### src/hw/rtl/civ_pkg.sv
`timescale 1ns / 1ps
package civ_pkg;

  localparam logic [7:0] CH_SPACE = 8'h20;
  localparam logic [7:0] CH_TAB   = 8'h09;
  localparam logic [7:0] CH_CR    = 8'h0d;
  localparam logic [7:0] CH_DOT   = 8'h2e;
  localparam logic [7:0] CH_SLASH = 8'h2f;
  localparam logic [7:0] CH_ZERO  = 8'h30;
  localparam logic [7:0] CH_NINE  = 8'h39;
  localparam logic [7:0] CH_COLON = 8'h3a;
  localparam logic [7:0] CH_LA    = 8'h61;
  localparam logic [7:0] CH_LF    = 8'h66;
  localparam logic [7:0] CH_UA    = 8'h41;
  localparam logic [7:0] CH_UF    = 8'h46;

  localparam logic [1:0] OCTET_MAX_LEN = 2'd3;
  localparam logic [1:0] V4_DOTS       = 2'd3;
  localparam logic [9:0] OCTET_MAX     = 10'd255;
  localparam logic [2:0] HEX_MAX_LEN   = 3'd4;
  localparam logic [2:0] PART_LEN_SAT  = 3'd5;
  localparam logic [3:0] GROUPS_SAT    = 4'd15;
  localparam logic [4:0] V6_GROUPS     = 5'd8;
  localparam logic [1:0] RUN_SAT       = 2'd3;
  localparam logic [1:0] DCOLON_SAT    = 2'd2;
  localparam logic [2:0] PFX_MAX_LEN   = 3'd3;
  localparam logic [2:0] PFX_LEN_SAT   = 3'd4;
  localparam logic [9:0] V4_MAX_BITS   = 10'd32;
  localparam logic [9:0] V6_MAX_BITS   = 10'd128;

  localparam logic [1:0] MODE_V4    = 2'd0;
  localparam logic [1:0] MODE_V6    = 2'd1;
  localparam logic [1:0] MODE_RESET = 2'd2;

  localparam logic [1:0] FAM_NONE = 2'd0;
  localparam logic [1:0] FAM_V4   = 2'd1;
  localparam logic [1:0] FAM_V6   = 2'd2;

  typedef enum logic [1:0] {
    TRIM_LEAD,
    TRIM_IN,
    TRIM_TAIL
  } trim_t;

  typedef struct packed {
    logic [1:0] olen;
    logic [9:0] oval;
    logic       first_zero;
    logic [1:0] dots;
    logic       bad;
  } quad_t;

  typedef struct packed {
    logic       colon_seen;
    logic [1:0] run;
    logic [1:0] dcolon;
    logic [3:0] groups;
    logic       empty_part;
    logic [2:0] part_len;
    logic       part_hex;
    logic       part_dot;
  } v6_t;

  typedef struct packed {
    logic       slash_seen;
    logic [2:0] plen;
    logic [9:0] pval;
    logic       bad;
  } pfx_t;

  typedef struct packed {
    trim_t trim;
    quad_t v4;
    v6_t   v6;
    quad_t tail;
    pfx_t  pfx;
    logic  err_ws;
    logic  err_v6;
  } tok_t;

  typedef struct packed {
    logic       valid_res;
    logic [1:0] family;
    logic       has_prefix;
    logic [7:0] prefix_len;
  } res_t;

  function automatic logic is_space(input logic [7:0] c);
    return (c == CH_SPACE) || (c >= CH_TAB && c <= CH_CR);
  endfunction

  function automatic logic is_digit(input logic [7:0] c);
    return c >= CH_ZERO && c <= CH_NINE;
  endfunction

  function automatic logic is_hex(input logic [7:0] c);
    return is_digit(c) || (c >= CH_LA && c <= CH_LF) || (c >= CH_UA && c <= CH_UF);
  endfunction

  // decimal accumulate, value stays below 1000 while length is under three
  function automatic logic [9:0] dec_acc(input logic [9:0] v, input logic [7:0] c);
    return 10'((v << 3) + (v << 1) + {6'd0, c[3:0]});
  endfunction

  function automatic logic octet_ok(input quad_t q);
    return (q.olen != 2'd0) && (q.oval <= OCTET_MAX) &&
           !((q.olen == OCTET_MAX_LEN) && q.first_zero);
  endfunction

  function automatic logic quad_done(input quad_t q);
    return !q.bad && (q.dots == V4_DOTS) && octet_ok(q);
  endfunction

  function automatic tok_t tok_clear();
    tok_t t;
    t = '0;
    t.trim = TRIM_LEAD;
    t.v6.part_hex = 1'b1;
    return t;
  endfunction

endpackage

### src/hw/rtl/civ_if.sv
`timescale 1ns / 1ps
interface civ_item_if;
  logic       valid;
  logic       ready;
  logic [7:0] ch;
  logic       last;

  modport source (output valid, ch, last, input ready);
  modport sink   (input valid, ch, last, output ready);
endinterface

interface civ_res_if;
  logic       valid;
  logic       ready;
  logic       valid_res;
  logic [1:0] family;
  logic       has_prefix;
  logic [7:0] prefix_len;

  modport source (output valid, valid_res, family, has_prefix, prefix_len, input ready);
  modport sink   (input valid, valid_res, family, has_prefix, prefix_len, output ready);
endinterface

interface civ_cfg_if;
  logic       valid;
  logic       ready;
  logic [1:0] data;

  modport source (output valid, data, input ready);
  modport sink   (input valid, data, output ready);
endinterface

### src/hw/rtl/civ_quad.sv
`timescale 1ns / 1ps
module civ_quad (
  input  civ_pkg::quad_t q,
  input  logic [7:0]     ch,
  output civ_pkg::quad_t q_next
);

  always_comb begin
    q_next = q;
    if (civ_pkg::is_digit(ch)) begin
      if (q.olen == civ_pkg::OCTET_MAX_LEN) begin
        q_next.bad = 1'b1;
      end else begin
        if (q.olen == 2'd0) begin
          q_next.first_zero = (ch == civ_pkg::CH_ZERO);
        end
        q_next.oval = civ_pkg::dec_acc(q.oval, ch);
        q_next.olen = q.olen + 2'd1;
      end
    end else if (ch == civ_pkg::CH_DOT) begin
      if (!civ_pkg::octet_ok(q) || q.dots == civ_pkg::V4_DOTS) begin
        q_next.bad = 1'b1;
      end else begin
        q_next.dots = q.dots + 2'd1;
      end
      q_next.olen = 2'd0;
      q_next.oval = 10'd0;
      q_next.first_zero = 1'b0;
    end else begin
      q_next.bad = 1'b1;
    end
  end

endmodule

### src/hw/rtl/civ_tracker.sv
`timescale 1ns / 1ps
module civ_tracker (
  input  logic          clk,
  input  logic          rst,
  input  logic          en,
  input  logic [7:0]    ch,
  input  logic          last,
  input  logic [1:0]    mode,
  output civ_pkg::res_t res
);

  civ_pkg::tok_t  tok;
  civ_pkg::tok_t  tok_next;
  civ_pkg::quad_t v4_fed;
  civ_pkg::quad_t tail_fed;

  civ_quad u_v4 (
    .q      (tok.v4),
    .ch     (ch),
    .q_next (v4_fed)
  );

  civ_quad u_tail (
    .q      (tok.tail),
    .ch     (ch),
    .q_next (tail_fed)
  );

  // per character state update
  always_comb begin
    tok_next = tok;
    if (civ_pkg::is_space(ch)) begin
      if (tok.trim == civ_pkg::TRIM_IN) begin
        tok_next.trim = civ_pkg::TRIM_TAIL;
      end
    end else begin
      if (tok.trim == civ_pkg::TRIM_TAIL) begin
        tok_next.err_ws = 1'b1;
      end
      tok_next.trim = civ_pkg::TRIM_IN;
      if (!tok.pfx.slash_seen) begin
        if (ch == civ_pkg::CH_SLASH) begin
          tok_next.pfx.slash_seen = 1'b1;
        end else begin
          tok_next.v4 = v4_fed;
          if (ch == civ_pkg::CH_COLON) begin
            if (tok.v6.part_dot) begin
              tok_next.err_v6 = 1'b1;
            end else if (tok.v6.part_len == 3'd0) begin
              tok_next.v6.empty_part = 1'b1;
            end else if (tok.v6.part_len <= civ_pkg::HEX_MAX_LEN && tok.v6.part_hex) begin
              if (tok.v6.groups != civ_pkg::GROUPS_SAT) begin
                tok_next.v6.groups = tok.v6.groups + 4'd1;
              end
            end else begin
              tok_next.err_v6 = 1'b1;
            end
            if (tok.v6.run != civ_pkg::RUN_SAT) begin
              tok_next.v6.run = tok.v6.run + 2'd1;
            end
            if (tok_next.v6.run == civ_pkg::RUN_SAT) begin
              tok_next.err_v6 = 1'b1;
            end
            if (tok_next.v6.run == 2'd2) begin
              if (tok.v6.dcolon != civ_pkg::DCOLON_SAT) begin
                tok_next.v6.dcolon = tok.v6.dcolon + 2'd1;
              end
              if (tok_next.v6.dcolon == civ_pkg::DCOLON_SAT) begin
                tok_next.err_v6 = 1'b1;
              end
            end
            tok_next.v6.colon_seen = 1'b1;
            tok_next.v6.part_len = 3'd0;
            tok_next.v6.part_hex = 1'b1;
            tok_next.v6.part_dot = 1'b0;
            tok_next.tail = '0;
          end else begin
            tok_next.v6.run = 2'd0;
            if (ch == civ_pkg::CH_DOT) begin
              tok_next.v6.part_dot = 1'b1;
              tok_next.v6.part_hex = 1'b0;
            end else if (!civ_pkg::is_hex(ch)) begin
              tok_next.err_v6 = 1'b1;
            end
            if (tok.v6.part_len != civ_pkg::PART_LEN_SAT) begin
              tok_next.v6.part_len = tok.v6.part_len + 3'd1;
            end
            tok_next.tail = tail_fed;
          end
        end
      end else if (civ_pkg::is_digit(ch)) begin
        if (tok.pfx.plen < civ_pkg::PFX_MAX_LEN) begin
          tok_next.pfx.pval = civ_pkg::dec_acc(tok.pfx.pval, ch);
        end
        if (tok.pfx.plen != civ_pkg::PFX_LEN_SAT) begin
          tok_next.pfx.plen = tok.pfx.plen + 3'd1;
        end
      end else begin
        tok_next.pfx.bad = 1'b1;
      end
    end
  end

  // end of token verdict
  logic       v6_fail;
  logic       v6_empty;
  logic [4:0] v6_groups;
  logic       v6_ok;
  logic       pfx_shape_ok;
  logic       pfx_ok4;
  logic       pfx_ok6;
  logic       ok4;
  logic       ok6;
  logic [1:0] fam;
  logic       hp;

  always_comb begin
    v6_fail = tok_next.err_v6 || !tok_next.v6.colon_seen;
    v6_empty = tok_next.v6.empty_part;
    v6_groups = {1'b0, tok_next.v6.groups};
    if (tok_next.v6.part_dot) begin
      if (!civ_pkg::quad_done(tok_next.tail)) begin
        v6_fail = 1'b1;
      end
      v6_groups = v6_groups + 5'd2;
    end else if (tok_next.v6.part_len == 3'd0) begin
      v6_empty = 1'b1;
    end else if (tok_next.v6.part_len <= civ_pkg::HEX_MAX_LEN && tok_next.v6.part_hex) begin
      v6_groups = v6_groups + 5'd1;
    end else begin
      v6_fail = 1'b1;
    end
    if (tok_next.v6.dcolon != 2'd0) begin
      v6_ok = !v6_fail && (v6_groups < civ_pkg::V6_GROUPS);
    end else begin
      v6_ok = !v6_fail && (v6_groups == civ_pkg::V6_GROUPS) && !v6_empty;
    end

    pfx_shape_ok = !tok_next.pfx.bad && (tok_next.pfx.plen != 3'd0) &&
                   (tok_next.pfx.plen <= civ_pkg::PFX_MAX_LEN);
    pfx_ok4 = !tok_next.pfx.slash_seen ||
              (pfx_shape_ok && tok_next.pfx.pval <= civ_pkg::V4_MAX_BITS);
    pfx_ok6 = !tok_next.pfx.slash_seen ||
              (pfx_shape_ok && tok_next.pfx.pval <= civ_pkg::V6_MAX_BITS);

    ok4 = !tok_next.err_ws && (mode != civ_pkg::MODE_V6) &&
          civ_pkg::quad_done(tok_next.v4) && pfx_ok4;
    ok6 = !tok_next.err_ws && (mode != civ_pkg::MODE_V4) && v6_ok && pfx_ok6;

    if (ok4) begin
      fam = civ_pkg::FAM_V4;
    end else if (ok6) begin
      fam = civ_pkg::FAM_V6;
    end else begin
      fam = civ_pkg::FAM_NONE;
    end
    hp = (fam != civ_pkg::FAM_NONE) && tok_next.pfx.slash_seen;

    res.valid_res  = (fam != civ_pkg::FAM_NONE);
    res.family     = fam;
    res.has_prefix = hp;
    res.prefix_len = hp ? tok_next.pfx.pval[7:0] : 8'd0;
  end

  always_ff @(posedge clk) begin
    if (rst) begin
      tok <= civ_pkg::tok_clear();
    end else if (en) begin
      tok <= last ? civ_pkg::tok_clear() : tok_next;
    end
  end

endmodule

### src/hw/rtl/ip_literal_cidr_validator.sv
`timescale 1ns / 1ps
// one character per cycle; a character is registered at acceptance and
// folded into the token state once it is processed
// the result is registered at the same edge that folds in the final character
// throughput: one character per cycle, set by the single state update stage;
// a final character waits only while an earlier result is still untaken
// reset (synchronous, rst high) empties both stages, clears the token, mode = either
module ip_literal_cidr_validator (
  input  logic         clk,
  input  logic         rst,
  civ_item_if.sink     item,
  civ_cfg_if.sink      cfg,
  civ_res_if.source    res
);

  logic          in_v;
  logic [7:0]    in_ch;
  logic          in_last;
  logic          out_v;
  civ_pkg::res_t out_r;
  logic [1:0]    mode;
  logic          process;
  civ_pkg::res_t res_next;

  assign process    = in_v && (!in_last || !out_v || res.ready);
  assign item.ready = !in_v || process;
  assign cfg.ready  = 1'b1;

  civ_tracker u_tracker (
    .clk  (clk),
    .rst  (rst),
    .en   (process),
    .ch   (in_ch),
    .last (in_last),
    .mode (mode),
    .res  (res_next)
  );

  always_ff @(posedge clk) begin
    if (rst) begin
      in_v  <= 1'b0;
      out_v <= 1'b0;
      mode  <= civ_pkg::MODE_RESET;
    end else begin
      if (item.ready) begin
        in_v <= item.valid;
      end
      if (process && in_last) begin
        out_v <= 1'b1;
      end else if (res.ready) begin
        out_v <= 1'b0;
      end
      if (cfg.valid) begin
        mode <= cfg.data;
      end
    end
  end

  // payload registers
  always_ff @(posedge clk) begin
    if (item.valid && item.ready) begin
      in_ch   <= item.ch;
      in_last <= item.last;
    end
    if (process && in_last) begin
      out_r <= res_next;
    end
  end

  assign res.valid      = out_v;
  assign res.valid_res  = out_r.valid_res;
  assign res.family     = out_r.family;
  assign res.has_prefix = out_r.has_prefix;
  assign res.prefix_len = out_r.prefix_len;

endmodule

### src/flat_wrapper.sv
// flat-port wrapper written by rule: the top's interface ports become plain ports
module ip_literal_cidr_validator_flat 
  (clk, rst, item_valid, item_ch, item_last, item_ready, cfg_valid, cfg_data, cfg_ready, res_valid, res_valid_res, res_family, res_has_prefix, res_prefix_len, res_ready);
  civ_item_if item_i ();
  civ_cfg_if cfg_i ();
  civ_res_if res_i ();
  input  logic clk;
  input  logic rst;
  input wire logic [$bits(item_i.valid)-1:0] item_valid;
  input wire logic [$bits(item_i.ch)-1:0] item_ch;
  input wire logic [$bits(item_i.last)-1:0] item_last;
  output wire logic [$bits(item_i.ready)-1:0] item_ready;
  input wire logic [$bits(cfg_i.valid)-1:0] cfg_valid;
  input wire logic [$bits(cfg_i.data)-1:0] cfg_data;
  output wire logic [$bits(cfg_i.ready)-1:0] cfg_ready;
  output wire logic [$bits(res_i.valid)-1:0] res_valid;
  output wire logic [$bits(res_i.valid_res)-1:0] res_valid_res;
  output wire logic [$bits(res_i.family)-1:0] res_family;
  output wire logic [$bits(res_i.has_prefix)-1:0] res_has_prefix;
  output wire logic [$bits(res_i.prefix_len)-1:0] res_prefix_len;
  input wire logic [$bits(res_i.ready)-1:0] res_ready;
  assign item_i.valid = item_valid;
  assign item_i.ch = item_ch;
  assign item_i.last = item_last;
  assign item_ready = item_i.ready;
  assign cfg_i.valid = cfg_valid;
  assign cfg_i.data = cfg_data;
  assign cfg_ready = cfg_i.ready;
  assign res_valid = res_i.valid;
  assign res_valid_res = res_i.valid_res;
  assign res_family = res_i.family;
  assign res_has_prefix = res_i.has_prefix;
  assign res_prefix_len = res_i.prefix_len;
  assign res_i.ready = res_ready;
  ip_literal_cidr_validator u_core (.clk(clk), .rst(rst), .item(item_i), .cfg(cfg_i), .res(res_i));
endmodule
### config.mk
export PLATFORM = sky130hd
export DESIGN_NAME = ip_literal_cidr_validator_flat
export DESIGN_NICKNAME = d
export VERILOG_FILES = /design/src/hw/rtl/civ_pkg.sv /design/src/hw/rtl/civ_if.sv /design/src/hw/rtl/civ_quad.sv /design/src/hw/rtl/civ_tracker.sv /design/src/hw/rtl/ip_literal_cidr_validator.sv /design/src/flat_wrapper.sv
export SDC_FILE = /design/constraint.sdc
export NUM_CORES = 1
export LEC_CHECK = 0
export ABC_AREA = 1
export ABC_CLOCK_PERIOD_IN_PS = 10000
export BUFFER_PORTS_ARGS = -buffer_cell sky130_fd_sc_hd__buf_2
export CAP_MARGIN = 10
export CORE_ASPECT_RATIO = 1.2
export CORE_MARGIN = 2
export CORE_UTILIZATION = 45
export CTS_CLUSTER_DIAMETER = 120
export DETAILED_ROUTE_END_ITERATION = 6
export GPL_TIMING_DRIVEN = 1
export PLACE_DENSITY = 0.7
export SYNTH_ARGS = -nofsm -noshare
export SYNTH_HDL_FRONTEND = slang
export SYNTH_HIERARCHICAL = 1
export SYNTH_SLANG_ARGS = --single-unit
### constraint.sdc
create_clock -name clk -period 10 [get_ports clk]
set_input_delay 1.5 -clock clk [delete_from_list [all_inputs] [get_ports clk]]
set_output_delay 1.5 -clock clk [all_outputs]
set_load 0.01 [all_outputs]
==> flow_results.org <==
** Status
- Outcome :: finished clean

** Global route
- The first global-routing pass estimated 27830 µm of wire.
- Across every metal layer, demand over resource in global routing totals 0.1995.
- Global routing finished with a remaining overflow of 0.
- Pin count of the biggest net entering global routing :: 68
- Via count of the first global-routing pass :: 6072
- The initial antenna violation count came to 0.

** Place
- Before CTS, the worst setup slack after placement is 5.883 ns.
- Detailed placement finished with a half-perimeter wire length of 11810 µm.
- Gp weighted congestion :: 0.8527
- The number of placed instances, taps included, is 1253.
- Port buffering added 29 buffers.

** Synthesis
- Share of synthesized registers carrying an async set or reset :: 0
- Warnings, synthesis :: 6
- Distinct cell type count after synthesis :: 63
- Number of flops mapped to enable cells by yosys :: 21
- Summing every instance area after synthesis gives 7187 µm².
- Dominant register cell in the synthesized netlist :: sky130_fd_sc_hd__dfxtp_1
- Synthesized area divided by synthesized cell count :: 6.910 µm²
- In this run, synthesis produced a sequential element count of 91.
- For this run, the register share of the synthesized area comes to 0.2827.
- In the synthesized netlist, the number of instances is 1040.
- Counting every net in the synthesized netlist gives 1115.

** STA
- Number of slew-limit violations in the final report :: 0
- Transition time at the pin with the least slew margin :: 1.063 ns
- Post-route setup TNS :: 0 ns
- Between clock sinks in the finished design, the worst skew comes to 0.009183 ns.
- Setup repair after global routing left no endpoint under its margin.
- In the finished design, the share of the clock period the worst path needs comes to 0.3947.
- The worst path in the final design needs a cycle of 3.947 ns, including I/O delays and setup.
- Smallest setup slack after layout :: 6.053 ns
- Based on the critical path, the design can be clocked at up to 253.4 MHz.
- Setup violations remaining at the end of the flow were counted as 0.
- Worst hold slack after final layout :: 0.4713 ns
- Measured against its own limit, the worst slew margin works out to 0.2857.
- Number of endpoints with negative hold slack in the final report :: 0

** Critical path
- The most numerous cell type found on the critical path is sky130_fd_sc_hd__nand2_1.
- Logic depth of the worst register-to-register path :: 28
- Slowest stage delay, CP :: 0.77 ns
- Grouping stages by cell kind, the critical path spends the most delay in simple AND/OR/NAND/NOR gates.
- Highest net fanout along the worst path :: 17
- The setup check on the worst reg-to-reg path leaves a slack of 6.05 ns.
- Critical path class :: reg2reg
- CP Launch Type :: flip-flop
- For the worst setup path, the data arrival time is 4.05 ns.
- Standard cell with the maximum stage delay on the critical path :: sky130_fd_sc_hd__edfxtp_1
- STA puts the critical path data required time at 10.10 ns.
- The critical path crosses 28 cells after its start point.
- Critical path buffer and inverter count :: 3
- Crit path capture type :: flip-flop

** Drt
- Via-to-Cell Ratio :: 5.086
- Once detail routing completed, the nets flagged for antenna violations numbered 0.
- After detailed routing, the average wire length per cell comes to 12.66 µm.
- For this run, design rule violations remaining after detail routing come to 0.
- Number of DRC markers after the initial detailed-route iteration :: 467
- Detailed-route via count :: 6454
- The routed design has 16070 µm of wire.
- Before antenna repair, the detailed router went through 5 iterations.

** Pwr
- Logic gate share of total power :: 0.082
- Of the total power, the share spent switching nets is 0.2640.
- Relative contribution of the clock network to total power :: 0.416
- Power spread over the standard cell area amounts to 100.5 nW/µm².
- Relative contribution of sequential cells to total power :: 0.502
- Switching power :: 0.2057 mW
- Leak Pwr :: 3.552 nW
- Cell-internal power :: 0.5734 mW
- Largest vdd supply drop :: 0.08808 mV

** Clock network
- Count of buffers added by post-CTS timing repair for setup :: 0
- For this design, the sink count on the clock tree is 91.
- Root buffer selected by CTS :: sky130_fd_sc_hd__clkbuf_16
- The number of hold buffers added after CTS was 0.
- The clock passes through at most 2 buffers.
- Clock latency at the later pin of the worst-skew pair :: 0.35 ns
- Num CTS Buffers :: 9
- CTS H-tree lvls :: 3
- Clock-pin slew was measured on the worst setup and hold paths at 0.07 ns.
- Clock tree from TritonCTS :: done
- After clock tree synthesis, the repair step resized 0 gates.

** Die
- Initial Util :: 0.4595
- Die span in y :: 142.4 µm
- Die Area :: 17000 µm²
- Number of placement rows :: 50
- In this run the horizontal extent of the chip is 119.4 µm.
- Core Area :: 15640 µm²
- 31 I/O pins were placed.

** Final layout
- Top library cells by usage in the layout, fill and taps aside :: sky130_fd_sc_hd__nand2_1 (291), sky130_fd_sc_hd__inv_1 (135), sky130_fd_sc_hd__nor2_1 (83), sky130_fd_sc_hd__a21oi_1 (76), sky130_fd_sc_hd__dfxtp_1 (70)
- 0 antenna diodes ended up in the layout.
- Leading cell type in the layout, fill and taps excluded :: sky130_fd_sc_hd__nand2_1
- Share of post-route cells with drive strength above 1 :: 0.1348
- Final cell count without fillers :: 1269
- Area growth from synthesis to final layout :: 7.834%
- In the final design database the tool counted 1131 nets.

** Hold path
- The worst hold path was traced through 2 stages.
- Path type of the worst min-delay path :: reg2reg

** Job
- Max-cap violations in this run came to 0.
==> routing by layer <==
metal | part of all wire | vias to the layer above | global-route usage | wire length, µm
met2 | 0.49 | 87 | 0.3584 | 7920
met4 | 0.015 | 0 | 0.06749 | 248
li1 | - | 3392 | - | -
met3 | 0.031 | 18 | 0.02724 | 502
met1 | 0.46 | 2957 | 0.2452 | 7394
met5 | 0 | - | 0 | 0
==> sequential cells by signal, summed over array words and instances (netlist names) <==
name / flops
u_core/res.has_prefix: 1
u_core/res.valid_res: 1
u_core/res.prefix_len: 8
u_core/u_tracker/tok: 66
u_core/res.valid: 1
u_core/res.family: 2
u_core/in_ch: 8
u_core/mode: 2
u_core/in_v: 1
u_core/in_last: 1
==> stage by stage <==
stage | instance area, µm² | power (mW) | util
after floorplan | 7187 | 0.4444 | -
after global placement | 7471 | 0.4619 | 0.4777
after detailed placement | 7471 | 0.4631 | 0.4777
after CTS | 7750 | 0.7859 | 0.4955
after global routing | 7750 | 0.8080 | 0.4955
final | 7750 | 0.7791 | 0.4955
==> cell type report <==
type	count	area, µm²
Clock buffer	10	229.0
Clock inverter	6	50.05
Fill cell	1608	7890
Inverter	149	578.1
Multi-Input combinational cell	772	4425
Sequential cell	91	2032
Tap cell	208	260.3
Timing Repair Buffer	33	175.2
==> path summary, 6_finish.rpt <==
check / from / to
worst min register to register: u_core/u_tracker/tok[42] / u_core/u_tracker/tok[42]
worst min-delay path: u_core/u_tracker/tok[42] / u_core/u_tracker/tok[42]
worst max register to register: u_core/in_ch[3] / u_core/res.has_prefix
worst max-delay path: u_core/in_ch[3] / u_core/res.has_prefix
==> cells in the mapped netlist (7+ instances only) <==
cell type                  number  area [µm²]
sky130_fd_sc_hd__a21oi_1       76       380.4
sky130_fd_sc_hd__buf_4          7       52.55
sky130_fd_sc_hd__clkbuf_1      18       67.56
sky130_fd_sc_hd__dfxtp_1       70        1401
sky130_fd_sc_hd__edfxtp_1      21       630.6
sky130_fd_sc_hd__ha_1          53       663.1
sky130_fd_sc_hd__inv_1        135       506.7
sky130_fd_sc_hd__inv_2          7       26.28
sky130_fd_sc_hd__nand2_1      291        1092
sky130_fd_sc_hd__nand2_2       12       75.07
sky130_fd_sc_hd__nand3_1       45       225.2
sky130_fd_sc_hd__nor2_1        83       311.6
sky130_fd_sc_hd__nor2_2        19       118.9
sky130_fd_sc_hd__nor2_4         9       101.4
sky130_fd_sc_hd__nor3_1        10       50.05
sky130_fd_sc_hd__o21ai_0       38       190.2
sky130_fd_sc_hd__o21ai_1        9       45.04
sky130_fd_sc_hd__o22ai_1       10       62.56
sky130_fd_sc_hd__or2_2         12       75.07
sky130_fd_sc_hd__xor2_1        11       96.34
==> power groups by stage <==
stage	registers, mW	clock network (mW)	logic [mW]
after detailed placement	0.400	0	0.0636
after floorplan	0.397	0	0.0476
after global placement	0.399	0	0.0627
after global routing	0.392	0.344	0.0715
final	0.391	0.324	0.0636
after CTS	0.391	0.331	0.0639
==> cell families (layout without fill, tap and decap cells) <==
| logic type | count (synthesis) | count (layout) | share of synthesized area |
|---|---|---|---|
| AND/OR/NAND/NOR | 517 | 517 | 0.3388 |
| adder cells (fa/ha/maj) | 59 | 59 | 0.1090 |
| AO/OA/AOI/OAI | 172 | 172 | 0.1375 |
| XOR/XNOR | 18 | 18 | 0.02298 |
| other | 1 | 1 | 0.0005218 |
| multiplexers | 5 | 5 | 0.006964 |
| buffers and inverters | 177 | 198 | 0.1015 |
| flip-flops | 91 | 91 | 0.2827 |
==> worst register-to-register path: cells and delay by family, from the launching register on <==
kind,cells,cell delay [ns]
and+or+nand+nor,21,1.49
AOI/OAI and AO/OA,2,0.30
adders and majority gates,2,0.85
buffers and inverters,3,0.30
DFF,1,0.77
No activity file was read; power rests on OpenSTA's default activity.
